<file path="src/rtl/julian_day_to_calendar_date_assert.svh">
// assertion macros for the julian day to calendar date block
// expects signals named clk and rst in the including module
`ifndef JULIAN_DAY_TO_CALENDAR_DATE_ASSERT_SVH
`define JULIAN_DAY_TO_CALENDAR_DATE_ASSERT_SVH

// same-cycle implication
`define JDC_ASSERT_IMP(lbl, ante, cons) \
  lbl: assert property (@(posedge clk) disable iff (rst) (ante) |-> (cons)) \
    else $error("jdc assertion failed");

// next-cycle implication
`define JDC_ASSERT_NXT(lbl, ante, cons) \
  lbl: assert property (@(posedge clk) disable iff (rst) (ante) |=> (cons)) \
    else $error("jdc assertion failed");

`endif

</file>
<file path="src/rtl/jdc_pkg.sv">
// shared types and constants for the julian day to calendar date block
// no dependencies
package jdc_pkg;

  typedef logic [30:0]        julian_day_t;
  typedef logic [4:0]         day_t;
  typedef logic [3:0]         month_t;
  typedef logic signed [23:0] year_t;

  localparam int unsigned GREG_START     = 2299161;
  localparam int unsigned GREG_OFFSET    = 68569;
  localparam int unsigned GREG_CYCLE     = 146097;
  localparam int unsigned GREG_YEAR_DIV  = 1461001;
  localparam int unsigned YEAR_SCALE     = 4000;
  localparam int unsigned LEAP_CYCLE     = 1461;
  localparam int unsigned MONTH_DIV      = 2447;
  localparam int unsigned MONTH_SCALE    = 80;
  localparam int unsigned MARCH_OFFSET   = 31;
  localparam int unsigned CENTURY_BIAS   = 49;
  localparam int unsigned CENTURY_YEARS  = 100;
  localparam int unsigned JUL_OFFSET     = 32082;
  localparam int unsigned JUL_MONTH_DIV  = 153;
  localparam int unsigned EPOCH_YEAR     = 4800;

  // exact divide by five for operands below 1024
  localparam int unsigned FIFTH_MUL      = 205;
  localparam int unsigned FIFTH_SHIFT    = 10;

  // divider operand widths
  localparam int X1W = 34;
  localparam int X2W = 28;
  localparam int X3W = 17;
  localparam int X4W = 24;
  localparam int X5W = 11;

  localparam int LAST_STAGE = 12;

endpackage

</file>
<file path="src/rtl/jdc_if.sv">
// valid/ready channel interfaces for the julian day to calendar date block
// depends on jdc_pkg
interface jdc_day_if;
  import jdc_pkg::*;

  logic        valid;
  logic        ready;
  julian_day_t julian_day;

  modport source (output valid, output julian_day, input ready);
  modport sink (input valid, input julian_day, output ready);
endinterface

interface jdc_date_if;
  import jdc_pkg::*;

  logic   valid;
  logic   ready;
  day_t   day_of_month;
  month_t month_number;
  year_t  year_number;

  modport source (output valid, output day_of_month, output month_number,
                  output year_number, input ready);
  modport sink (input valid, input day_of_month, input month_number,
                input year_number, output ready);
endinterface

</file>
<file path="src/rtl/jdc_cdiv.sv">
// three-stage divider by a constant: reciprocal estimate, back-multiply, one correction
// no dependencies
module jdc_cdiv #(
  parameter int          XW = 16,
  parameter int unsigned D  = 3
) (
  input  logic          clk,
  input  logic          en,
  input  logic [XW-1:0] x,
  output logic [XW-1:0] q,
  output logic [XW-1:0] r
);

  localparam int MW = XW - $clog2(D) + 1;
  localparam int PW = XW + MW;
  localparam logic [MW-1:0] RECIP   = MW'((64'd1 << XW) / 64'(D));
  localparam logic [XW-1:0] DIVISOR = XW'(D);

  logic [XW-1:0] x_s1;
  logic [PW-1:0] prod;
  logic [XW-1:0] x_s2;
  logic [MW-1:0] est;
  logic [XW-1:0] back;
  logic [MW-1:0] est_c;
  logic [XW-1:0] diff;
  logic          over;

  assign est_c = prod[PW-1:XW];
  assign diff  = x_s2 - back;
  assign over  = diff >= DIVISOR;

  always_ff @(posedge clk) begin
    if (en) begin
      x_s1 <= x;
      prod <= PW'(x) * PW'(RECIP);
    end
  end

  always_ff @(posedge clk) begin
    if (en) begin
      x_s2 <= x_s1;
      est  <= est_c;
      back <= XW'(est_c) * DIVISOR;
    end
  end

  // estimate is at most one short
  always_ff @(posedge clk) begin
    if (en) begin
      q <= over ? XW'(est) + XW'(1) : XW'(est);
      r <= over ? diff - DIVISOR : diff;
    end
  end

endmodule

</file>
<file path="src/rtl/julian_day_to_calendar_date.sv">
// julian day number to calendar date, top level
// depends on jdc_pkg, jdc_if, jdc_cdiv and julian_day_to_calendar_date_assert.svh
//
// days: input channel, one julian day number per word (31 bits, unsigned).
// date: output channel, one word per input word with day, month and year;
//   days from 2299161 on follow the gregorian calendar, earlier days the
//   julian calendar, with no year zero (negative years are bc).
// a word is taken when valid and ready are high at a rising edge of clk.
// throughput: one word per cycle while date is not stalled, set by a 13-stage pipeline with
//   five three-stage constant dividers; no state is kept between words.
// when date is stalled with a word waiting, the whole pipeline holds and
//   days.ready drops; nothing is lost or repeated. while the last stage is
//   empty the pipeline keeps moving even with date.ready low.
// rst (synchronous, active high) empties the pipeline and holds days.ready
//   low; the block takes words in the cycle after rst is released.
`include "julian_day_to_calendar_date_assert.svh"

module julian_day_to_calendar_date (
  input logic         clk,
  input logic         rst,
  jdc_day_if.sink     days,
  jdc_date_if.source  date
);
  import jdc_pkg::*;

  logic                  adv;
  logic [LAST_STAGE:0]   vld;
  logic [LAST_STAGE:0]   greg;

  logic [X1W-1:0]        x1;
  logic [X4W-1:0]        x4;
  logic [X1W-1:0]        n_q;
  logic [X1W-1:0]        n_r;
  logic [X4W-1:0]        dd_q;
  logic [X4W-1:0]        dd_r;

  logic [X2W-1:0]        x2;
  logic [X5W-1:0]        x5;
  logic [15:0]           l1_c;
  logic [15:0]           n_p [4:7];
  logic [15:0]           l1_p [4:7];
  logic [12:0]           dd_p [4:7];
  logic [X2W-1:0]        i_q;
  logic [X2W-1:0]        i_r;
  logic [X5W-1:0]        mm_q;
  logic [X5W-1:0]        mm_r;

  logic [17:0]           gl2_prod;
  logic [9:0]            gl2;
  logic [3:0]            mm;
  logic                  jlate;
  logic [15:0]           jday_prod;
  year_t                 jy_raw;
  logic [X3W-1:0]        x3;
  logic [23:0]           ybase_p [8:11];
  day_t                  jday_p [8:11];
  month_t                jmon_p [8:11];
  year_t                 jyear_p [8:11];
  logic [X3W-1:0]        j_q;
  logic [X3W-1:0]        j_r;

  logic [11:0]           g_r80;
  logic [15:0]           g_prod;
  logic [4:0]            gj;
  logic                  glate;
  day_t                  gday;
  month_t                gmon;
  year_t                 gyear;

  day_t                  day;
  month_t                month;
  year_t                 year;

  assign adv        = !vld[LAST_STAGE] || date.ready;
  assign days.ready = adv && !rst;

  always_ff @(posedge clk) begin
    if (rst) begin
      vld <= '0;
    end else if (adv) begin
      vld <= {vld[LAST_STAGE-1:0], days.valid};
    end
  end

  // stage 0: branch flag and divider operands
  always_ff @(posedge clk) begin
    if (adv) begin
      greg <= {greg[LAST_STAGE-1:0], days.julian_day >= 31'(GREG_START)};
      x1   <= {32'(days.julian_day) + 32'(GREG_OFFSET), 2'b00};
      x4   <= {22'(days.julian_day) + 22'(JUL_OFFSET), 2'b11};
    end
  end

  // stages 1 to 3
  jdc_cdiv #(.XW(X1W), .D(GREG_CYCLE)) u_div_cent (
    .clk (clk),
    .en  (adv),
    .x   (x1),
    .q   (n_q),
    .r   (n_r)
  );

  jdc_cdiv #(.XW(X4W), .D(LEAP_CYCLE)) u_div_jyear (
    .clk (clk),
    .en  (adv),
    .x   (x4),
    .q   (dd_q),
    .r   (dd_r)
  );

  // stage 4
  assign l1_c = n_r[17:2];

  always_ff @(posedge clk) begin
    if (adv) begin
      x2      <= X2W'(YEAR_SCALE) * X2W'(l1_c + 16'd1);
      x5      <= 11'd5 * 11'(dd_r[10:2]) + 11'd2;
      n_p[4]  <= n_q[15:0];
      l1_p[4] <= l1_c;
      dd_p[4] <= dd_q[12:0];
      for (int k = 5; k <= 7; k++) begin
        n_p[k]  <= n_p[k-1];
        l1_p[k] <= l1_p[k-1];
        dd_p[k] <= dd_p[k-1];
      end
    end
  end

  // stages 5 to 7
  jdc_cdiv #(.XW(X2W), .D(GREG_YEAR_DIV)) u_div_gyear (
    .clk (clk),
    .en  (adv),
    .x   (x2),
    .q   (i_q),
    .r   (i_r)
  );

  jdc_cdiv #(.XW(X5W), .D(JUL_MONTH_DIV)) u_div_jmonth (
    .clk (clk),
    .en  (adv),
    .x   (x5),
    .q   (mm_q),
    .r   (mm_r)
  );

  // stage 8: gregorian month operand, julian date finished
  always_comb begin
    gl2_prod  = 18'(LEAP_CYCLE) * 18'(i_q[6:0]);
    gl2       = 10'(l1_p[7] + 16'(MARCH_OFFSET) - 16'(gl2_prod[17:2]));
    mm        = mm_q[3:0];
    jlate     = mm >= 4'd10;
    jday_prod = 16'(mm_r[7:0]) * 16'(FIFTH_MUL);
    jy_raw    = $signed({11'd0, dd_p[7]}) - year_t'(EPOCH_YEAR)
                + (jlate ? year_t'(1) : year_t'(0));
  end

  always_ff @(posedge clk) begin
    if (adv) begin
      x3         <= X3W'(gl2) * X3W'(MONTH_SCALE);
      ybase_p[8] <= (24'(n_p[7]) - 24'(CENTURY_BIAS)) * 24'(CENTURY_YEARS)
                    + 24'(i_q[6:0]);
      jday_p[8]  <= 5'd1 + 5'(jday_prod[15:FIFTH_SHIFT]);
      jmon_p[8]  <= jlate ? mm - 4'd9 : mm + 4'd3;
      // no year zero
      jyear_p[8] <= (jy_raw <= year_t'(0)) ? jy_raw - year_t'(1) : jy_raw;
      for (int k = 9; k <= 11; k++) begin
        ybase_p[k] <= ybase_p[k-1];
        jday_p[k]  <= jday_p[k-1];
        jmon_p[k]  <= jmon_p[k-1];
        jyear_p[k] <= jyear_p[k-1];
      end
    end
  end

  // stages 9 to 11
  jdc_cdiv #(.XW(X3W), .D(MONTH_DIV)) u_div_gmonth (
    .clk (clk),
    .en  (adv),
    .x   (x3),
    .q   (j_q),
    .r   (j_r)
  );

  // stage 12: gregorian date finished, branch select
  always_comb begin
    g_r80  = 12'(j_r[11:0]) + 12'd79;
    g_prod = 16'(g_r80[11:4]) * 16'(FIFTH_MUL);
    gday   = 5'(g_prod[15:FIFTH_SHIFT]);
    gj     = j_q[4:0];
    glate  = gj >= 5'd11;
    gmon   = glate ? 4'(gj - 5'd10) : 4'(gj + 5'd2);
    gyear  = year_t'(ybase_p[11] + (glate ? 24'd1 : 24'd0));
  end

  always_ff @(posedge clk) begin
    if (adv) begin
      day   <= greg[11] ? gday : jday_p[11];
      month <= greg[11] ? gmon : jmon_p[11];
      year  <= greg[11] ? gyear : jyear_p[11];
    end
  end

  assign date.valid        = vld[LAST_STAGE];
  assign date.day_of_month = day;
  assign date.month_number = month;
  assign date.year_number  = year;

  `JDC_ASSERT_IMP(a_month_range, vld[LAST_STAGE],
    date.month_number != 4'd0 && date.month_number <= 4'd12)
  `JDC_ASSERT_IMP(a_day_range, vld[LAST_STAGE], date.day_of_month != 5'd0)
  `JDC_ASSERT_IMP(a_greg_year, vld[LAST_STAGE] && greg[LAST_STAGE],
    date.year_number >= 24'sd1582)
  `JDC_ASSERT_IMP(a_jul_year, vld[LAST_STAGE] && !greg[LAST_STAGE],
    date.year_number != 24'sd0 && date.year_number >= -24'sd4713 && date.year_number <= 24'sd1582)
  `JDC_ASSERT_IMP(a_gyear_rem, vld[7], i_r < X2W'(GREG_YEAR_DIV))
  `JDC_ASSERT_NXT(a_stall_freeze, !adv, $stable(vld))

endmodule
</file>
<file path="src/flat_wrapper.sv">
// flat-port wrapper written by rule: the top's interface ports become plain ports
module julian_day_to_calendar_date_flat import jdc_pkg::*;
  (clk, rst, days_valid, days_julian_day, days_ready, date_valid, date_day_of_month, date_month_number, date_year_number, date_ready);
  jdc_day_if days_i ();
  jdc_date_if date_i ();
  input logic clk;
  input logic rst;
  input wire logic [$bits(days_i.valid)-1:0] days_valid;
  input wire logic [$bits(days_i.julian_day)-1:0] days_julian_day;
  output wire logic [$bits(days_i.ready)-1:0] days_ready;
  output wire logic [$bits(date_i.valid)-1:0] date_valid;
  output wire logic [$bits(date_i.day_of_month)-1:0] date_day_of_month;
  output wire logic [$bits(date_i.month_number)-1:0] date_month_number;
  output wire logic [$bits(date_i.year_number)-1:0] date_year_number;
  input wire logic [$bits(date_i.ready)-1:0] date_ready;
  assign days_i.valid = days_valid;
  assign days_i.julian_day = days_julian_day;
  assign days_ready = days_i.ready;
  assign date_valid = date_i.valid;
  assign date_day_of_month = date_i.day_of_month;
  assign date_month_number = date_i.month_number;
  assign date_year_number = date_i.year_number;
  assign date_i.ready = date_ready;
  julian_day_to_calendar_date u_core (.clk(clk), .rst(rst), .days(days_i), .date(date_i));
endmodule
</file>
<file path="config.mk">
export PLATFORM = sky130hd
export DESIGN_NAME = julian_day_to_calendar_date_flat
export DESIGN_NICKNAME = d
export VERILOG_FILES = /design/src/rtl/jdc_pkg.sv /design/src/rtl/jdc_if.sv /design/src/rtl/jdc_cdiv.sv /design/src/rtl/julian_day_to_calendar_date.sv /design/src/flat_wrapper.sv
export VERILOG_INCLUDE_DIRS = /design/src /design/src/rtl
export SDC_FILE = /design/constraint.sdc
export NUM_CORES = 2
export LEC_CHECK = 0
export BUFFER_PORTS_ARGS = -buffer_cell sky130_fd_sc_hd__buf_2
export CAP_MARGIN = 20
export CORE_UTILIZATION = 30
export DETAILED_ROUTE_END_ITERATION = 7
export PLACE_DENSITY = 0.43
export SYNTH_ARGS = -nofsm -noshare
export SYNTH_HDL_FRONTEND = slang
export SYNTH_SLANG_ARGS = --single-unit
</file>
<file path="constraint.sdc">
create_clock -name clk -period 93.6 [get_ports clk]
set_clock_uncertainty 0.1 [all_clocks]
set_input_delay 4.68 -clock clk [delete_from_list [all_inputs] [get_ports clk]]
set_output_delay 4.68 -clock clk [all_outputs]
set_load 0.01 [all_outputs]
</file>
== After elaboration in Yosys (flattened, before gate mapping) ==
Memories as Yosys holds them, arrays and structs flattened.
Cells that the tools add are included.

* Flip-flop bits (word level): 763
* Bits in latches: 0
* RAM bits: 408
* ROM bits: 0
* Output and inout port bits: 35
* Word-level logic and storage cells: 132
* Memories kept: 7

* $add $sub $neg: 32
* $mul: 17
* Divide/modulo/power cells: 0
* Order comparisons: 9
* Equal/unequal tests: 0
* Shift operators: 0
* Muxes and demuxes: 19
* Bitwise gates (word level): 0
* Reduce and logical (&&, ||, !) cells: 4

{| class="wikitable"
|+ Memory list
! memory !! depth !! width !! rd ports !! clocked after memory_dff !! write ports !! RTL line !! text
|-
| u_core.jyear_p || 4 || 24 || 4 || 0 || 4 || julian_day_to_calendar_date.sv:58 || <nowiki>year_t jyear_p [8:11];</nowiki>
|-
| u_core.ybase_p || 4 || 24 || 4 || 0 || 4 || julian_day_to_calendar_date.sv:55 || <nowiki>logic [23:0] ybase_p [8:11];</nowiki>
|-
| u_core.l1_p || 4 || 16 || 4 || 0 || 4 || julian_day_to_calendar_date.sv:41 || <nowiki>logic [15:0] l1_p [4:7];</nowiki>
|-
| u_core.n_p || 4 || 16 || 4 || 0 || 4 || julian_day_to_calendar_date.sv:40 || <nowiki>logic [15:0] n_p [4:7];</nowiki>
|-
| u_core.dd_p || 4 || 13 || 4 || 0 || 4 || julian_day_to_calendar_date.sv:42 || <nowiki>logic [12:0] dd_p [4:7];</nowiki>
|-
| u_core.jday_p || 4 || 5 || 4 || 0 || 4 || julian_day_to_calendar_date.sv:56 || <nowiki>day_t jday_p [8:11];</nowiki>
|-
| +1 memories || - || - || - || - || - || - ||
|}

{| class="wikitable"
|+ Operators by type and width
! cell !! number
|-
| adder 24 bit || 2
|-
| 2-to-1 mux 24 bit || 2
|-
| multiplier 32 x 14 -> 46 bit (second input constant) || 1
|-
| multiplier 24 x 14 -> 38 bit (second input constant) || 1
|-
| >= comparator 34 x 18 -> 1 bit (second input constant) || 1
|-
| multiplier 17 x 18 -> 34 bit (second input constant) || 1
|-
| subtractor 34 bit || 1
|-
| adder 31 x 17 -> 32 bit (second input constant) || 1
|-
| >= comparator 31 x 22 -> 1 bit (second input constant) || 1
|-
| multiplier 23 x 8 -> 31 bit (second input constant) || 1
|-
| multiplier 8 x 8 -> 15 bit (second input constant) || 2
|-
| >= comparator 28 x 21 -> 1 bit (second input constant) || 1
|-
| multiplier 7 x 28 -> 23 bit (first input constant) || 1
|-
| multiplier 8 x 21 -> 28 bit (second input constant) || 1
|-
| subtractor 28 bit || 1
|-
| adder 24 x 7 -> 24 bit || 1
|-
| >= comparator 24 x 11 -> 1 bit (second input constant) || 1
|-
| <= comparator 24 x 1 -> 1 bit (second input constant) || 1
|-
| multiplier 14 x 11 -> 24 bit (second input constant) || 1
|-
| multiplier 24 x 5 -> 22 bit (second input constant) || 1
|-
| subtractor 24 x 2 -> 24 bit (second input constant) || 1
|-
| subtractor 24 bit || 1
|-
| adder 22 x 15 -> 22 bit (second input constant) || 1
|-
| multiplier 13 x 6 -> 19 bit (second input constant) || 1
|-
| other kinds (44) || 54
|}

== Logic depth before layout (Yosys ltp) ==
* Word-level depth: 5
* Mapped depth: 27
* Gate-level depth less buffers: 27

== Modules after synthesis ==
A second synthesis with hierarchy kept.

* Cells, all modules: 8,039
* Area total of the unflattened synthesis: 91,410.2 µm²

{| class="wikitable"
|+ Modules (own cells, without submodules)
! module !! times used !! cells an instance !! area an instance (µm²) !! seq. area each (µm²)
|-
| julian_day_to_calendar_date || 1 || 2,181 || 28,219.6 || 15,214.6
|-
| jdc_cdiv (u_core.u_div_cent) || 1 || 2,078 || 22,808.1 || 5,525.3
|-
| jdc_cdiv (u_core.u_div_jyear) || 1 || 1,501 || 16,021.6 || 4,113.9
|-
| jdc_cdiv (u_core.u_div_gyear) || 1 || 1,330 || 13,644.3 || 4,023.9
|-
| jdc_cdiv (u_core.u_div_gmonth) || 1 || 631 || 6,982.9 || 2,582.5
|-
| jdc_cdiv (u_core.u_div_jmonth) || 1 || 318 || 3,733.6 || 1,621.6
|}

== Worst setup path before layout ==
Ideal clock, no wire load.

* Kind: input-to-reg
* From: in date_ready
* To: reg u_core.day[0], in the netlist u_core.date.day_of_month[0] (enable)
* Arrival: 32.389 ns
* Required time: 91.719 ns
* Path slack: 59.331 ns
* Cell stages on the path: 3
* Cell sequence: nor2b_1 -> inv_1 -> clkbuf_1

* Word-level cells in the longest chain between the ends: 1

{| class="wikitable"
|+ RTL lines
! what !! RTL line !! text
|-
| start: declaration || flat_wrapper.sv:15 || <nowiki>input wire logic [$bits(date_i.ready)-1:0] date_ready;</nowiki>
|-
| logical OR 1 bit || julian_day_to_calendar_date.sv:74 || <nowiki>assign adv = !vld[LAST_STAGE] || date.ready;</nowiki>
|-
| end signal: assignment || julian_day_to_calendar_date.sv:197 || <nowiki>day <= greg[11] ? gday : jday_p[11];</nowiki>
|-
| end: declaration || julian_day_to_calendar_date.sv:70 || <nowiki>day_t day;</nowiki>
|}

No other way between the ends.
A chain may end at the register's enable or synchronous reset.

== Worst setup path in the final report ==
* From: in date_ready
* To: out days_ready

* Word-level cells in the longest chain between the ends: 2

{| class="wikitable"
|+ RTL lines
! what !! RTL line !! text
|-
| logical OR 1 bit || julian_day_to_calendar_date.sv:74 ||
|-
| logical AND 1 bit || julian_day_to_calendar_date.sv:75 || <nowiki>assign days.ready = adv && !rst;</nowiki>
|-
| end: declaration || flat_wrapper.sv:10 || <nowiki>output wire logic [$bits(days_i.ready)-1:0] days_ready;</nowiki>
|}

No other way between the ends.

==> impl_summary.txt <==
----------------------------------------------------
[Run status]
  Result of the run ... finished clean

[Synthesis]
  Cells after synthesis ... 7025
  Post-synth cell types ... 96
  Synthesis Warnings ... 0
  Sequential element share of the synthesized area ... 0.3753
  Most used flip-flop cell after synthesis ... edfxtp_1
  Count of state elements after synthesis ... 1029
  Mapped cell area ... 81990 µm²
  Top area cells in the synthesized netlist ... edfxtp_1, ha_1, fa_1
  Per-instance average area after synthesis ... 11.67 µm²
  Number of synthesized flops with an enable pin ... 1016
  Biggest area consumer among synthesized cells ... edfxtp_1
  Number of nets produced by synthesis ... 8956
  Synth top area share ... 0.3721
  Async set or reset register ratio after synthesis ... 0

[Detailed routing]
  Vias per inst ... 4.481
  Post-route DRC violation count ... 0
  Total vias in the final route ... 48641
  Final ANT Viol Nets ... 0
  Length of the first detailed-routing pass in iterations ... 5
  1st-iter DRT viols ... 2330
  Wirelength per Cell ... 15.50 µm
  Total detailed-routing wirelength ... 168200 µm

[Setup path]
  Crit. End Element ... output port
  Startpoint kind of the worst setup timing path ... primary input
  Cell-by-cell trace of the critical path ... buf_2 -> nor2b_1 -> buf_4 -> nor2_1 -> buf_2
  Worst endpoint required time ... 88.82 ns
  CP max FO ... 15
  Largest stage delay on the critical path ... 0.23 ns
  Flop2flop setup slack ... 86.10 ns
  Type of the setup path with the least slack ... in2out
  Slowest cell on the critical path ... buf_4
  Most frequent cell on the critical path ... buf_2
  Worst endpoint data arrival time ... 5.32 ns

[Global route]
  Via count of the first global-routing pass ... 52300
  Number of antenna violations at the first check in global routing ... 3
  Maximum number of pins on one net before global-route repair ... 185
  Total global routing overflow ... 0
  Overall fraction of global-route tracks in use ... 0.1253
  Global-route wire length before repair ... 279700 µm

[STA]
  Slew of the pin with the lowest slew margin ... 1.069 ns
  Fin Setup TNS ... 0 ns
  Final number of max-transition violations ... 0
  Number of setup violations in the final report ... 0
  Final Hold Fails ... 0
  Upper clock frequency limit ... 99.06 MHz
  Fraction of the cycle the final worst path needs ... 0.1079
  Final period demand of the worst path ... 10.10 ns
  RSZ-0062 raised after global routing ... no
  Max-Slew Margin vs Limit ... 0.2873

[Finish]
  Commonest cells after routing, fill and taps aside ... inv_1, ha_1, edfxtp_1
  Most common library cell in the layout ignoring fill and taps ... inv_1
  Fraction of layout instances using a drive strength above 1 ... 0.04696
  Fin nets ... 9110
  Area growth from synthesis to layout ... 10.72%
  Count of fill cells added during filler insertion ... 27161

[Worst hold path]
  Hold Crit Class ... reg2reg

[Floorplan]
  Core region area ... 271200 µm²
  Total die area ... 275400 µm²
  Row count ... 191
  Starting density of the core ... 0.3023
  Die span in y ... 524.8 µm
  Width of the die ... 524.8 µm
  I/O Pins ... 70

[Clock tree]
  Post-CTS repair timing setup buffer count ... 0
  Worst-path clk slew ... 0.06 ns
  Cts bufs inserted ... 117
  CTS root buf ... clkbuf_16
  Number of levels the H-tree was split into ... 3
  TritonCTS clock tree ... built
  Post-CTS Resized ... 0
  Number of buffers on the longest clock path ... 3
  Number of buffers inserted by hold repair at cts ... 0
  Sinks on Clock Net ... 1029
  Clock latency on the worst-skew pair ... 0.76 ns

[Placement]
  Placer's final routability congestion estimate ... 0.8095
  Number of port buffers ... 69
  HPWL after detailed placement ... 133600 µm

[Flow run]
  Number of max-cap violations ... 0

----------------------------------------------------
## metrics by stage
step                setup slack, ns    util  cell area, µm²  instances  hold WS (ns)
floorplan                     59.33       -           81990       7025        0.3003
global placement              83.44  0.3199           86760      10628        0.3006
detailed placement            83.50  0.3199           86760      10628        0.3045
CTS                           83.50  0.3346           90760      10851        0.2703
global route                  83.45  0.3347           90780      10854        0.2696
finish                        83.50  0.3347           90780      10854        0.2748
## critical path: cells and delay by family
kind | cells | cell delay, ns
and+or+nand+nor | 2 | 0.17
buffers and inverters | 3 | 0.47
## layer usage
layer  up-vias  track usage  share of wire
met1     23739       0.1717           0.48
met5         -            0              0
met4         0      0.02935          0.022
li1      24153            -              -
met2       548       0.2103           0.47
met3       201      0.01443          0.028
## layout make-up
cell class,instances,area (µm²),area share
Antenna cell,1,2.502,0.00002757
Clock buffer,135,2995,0.03300
Clock inverter,88,1006,0.01108
Inverter,1478,5555,0.06120
Multi-Input combinational cell,4464,45450,0.5007
Sequential cell,1029,30770,0.3390
Tap cell,3570,4467,0.04921
Timing Repair Buffer,89,533.0,0.005872
## state kept, by name, summed over array words and instances, names as in the netlist, 25 cells and up
register                 flops
u_core.jyear_p              96
u_core.ybase_p              96
u_core.n_p                  64
u_core.dd_p                 52
u_core.l1_p                 40
u_core.u_div_cent.x_s1      32
u_core.u_div_cent.x_s2      32
u_core.x1                   32
u_core.u_div_cent.back      30
u_core.u_div_gyear.back     25
## final timing paths
| check | from | endpoint | cells after the start |
|---|---|---|---|
| worst min register to register | u_core.greg[5] | u_core.greg[6] | 0 |
| worst min-delay path | u_core.greg[5] | u_core.greg[6] | 0 |
| worst max-delay path | date_ready | days_ready | 5 |
| worst max register to register | u_core.x4[2] | u_core.u_div_jyear.prod[37] | 20 |
## cell families after synthesis
logic type,synth area share
adders and majority gates,0.3552
buffers and inverters,0.07049
and+or+nand+nor,0.06873
xor gates and xnor gates,0.05339
muxes,0.003876
AOI/OAI and AO/OA,0.07305
DFF,0.3753
## synth_stat cells (16+ instances only)
master    instances
or3_1            44
or2_2            26
o31ai_1          16
o21ai_0         145
nand2b_1         48
and2_1           25
ha_1           1178
mux2i_1          16
clkbuf_1         44
a31oi_1          33
nand4_1          51
fa_1            718
nor2_1          296
and3_1           60
o21a_1           57
o211ai_1         24
inv_1          1477
a211oi_1         46
nor2b_1          47
o21bai_1         47
xor2_1          192
a21oi_1         266
nand2_1         235
nor3_1           96
nand3_1         112
xnor2_1         306
edfxtp_1       1016
a21o_1          111
Power is left out: the tool's default activity adds up to more than one toggle a clock period on the data nets, which glitch-free logic cannot reach.
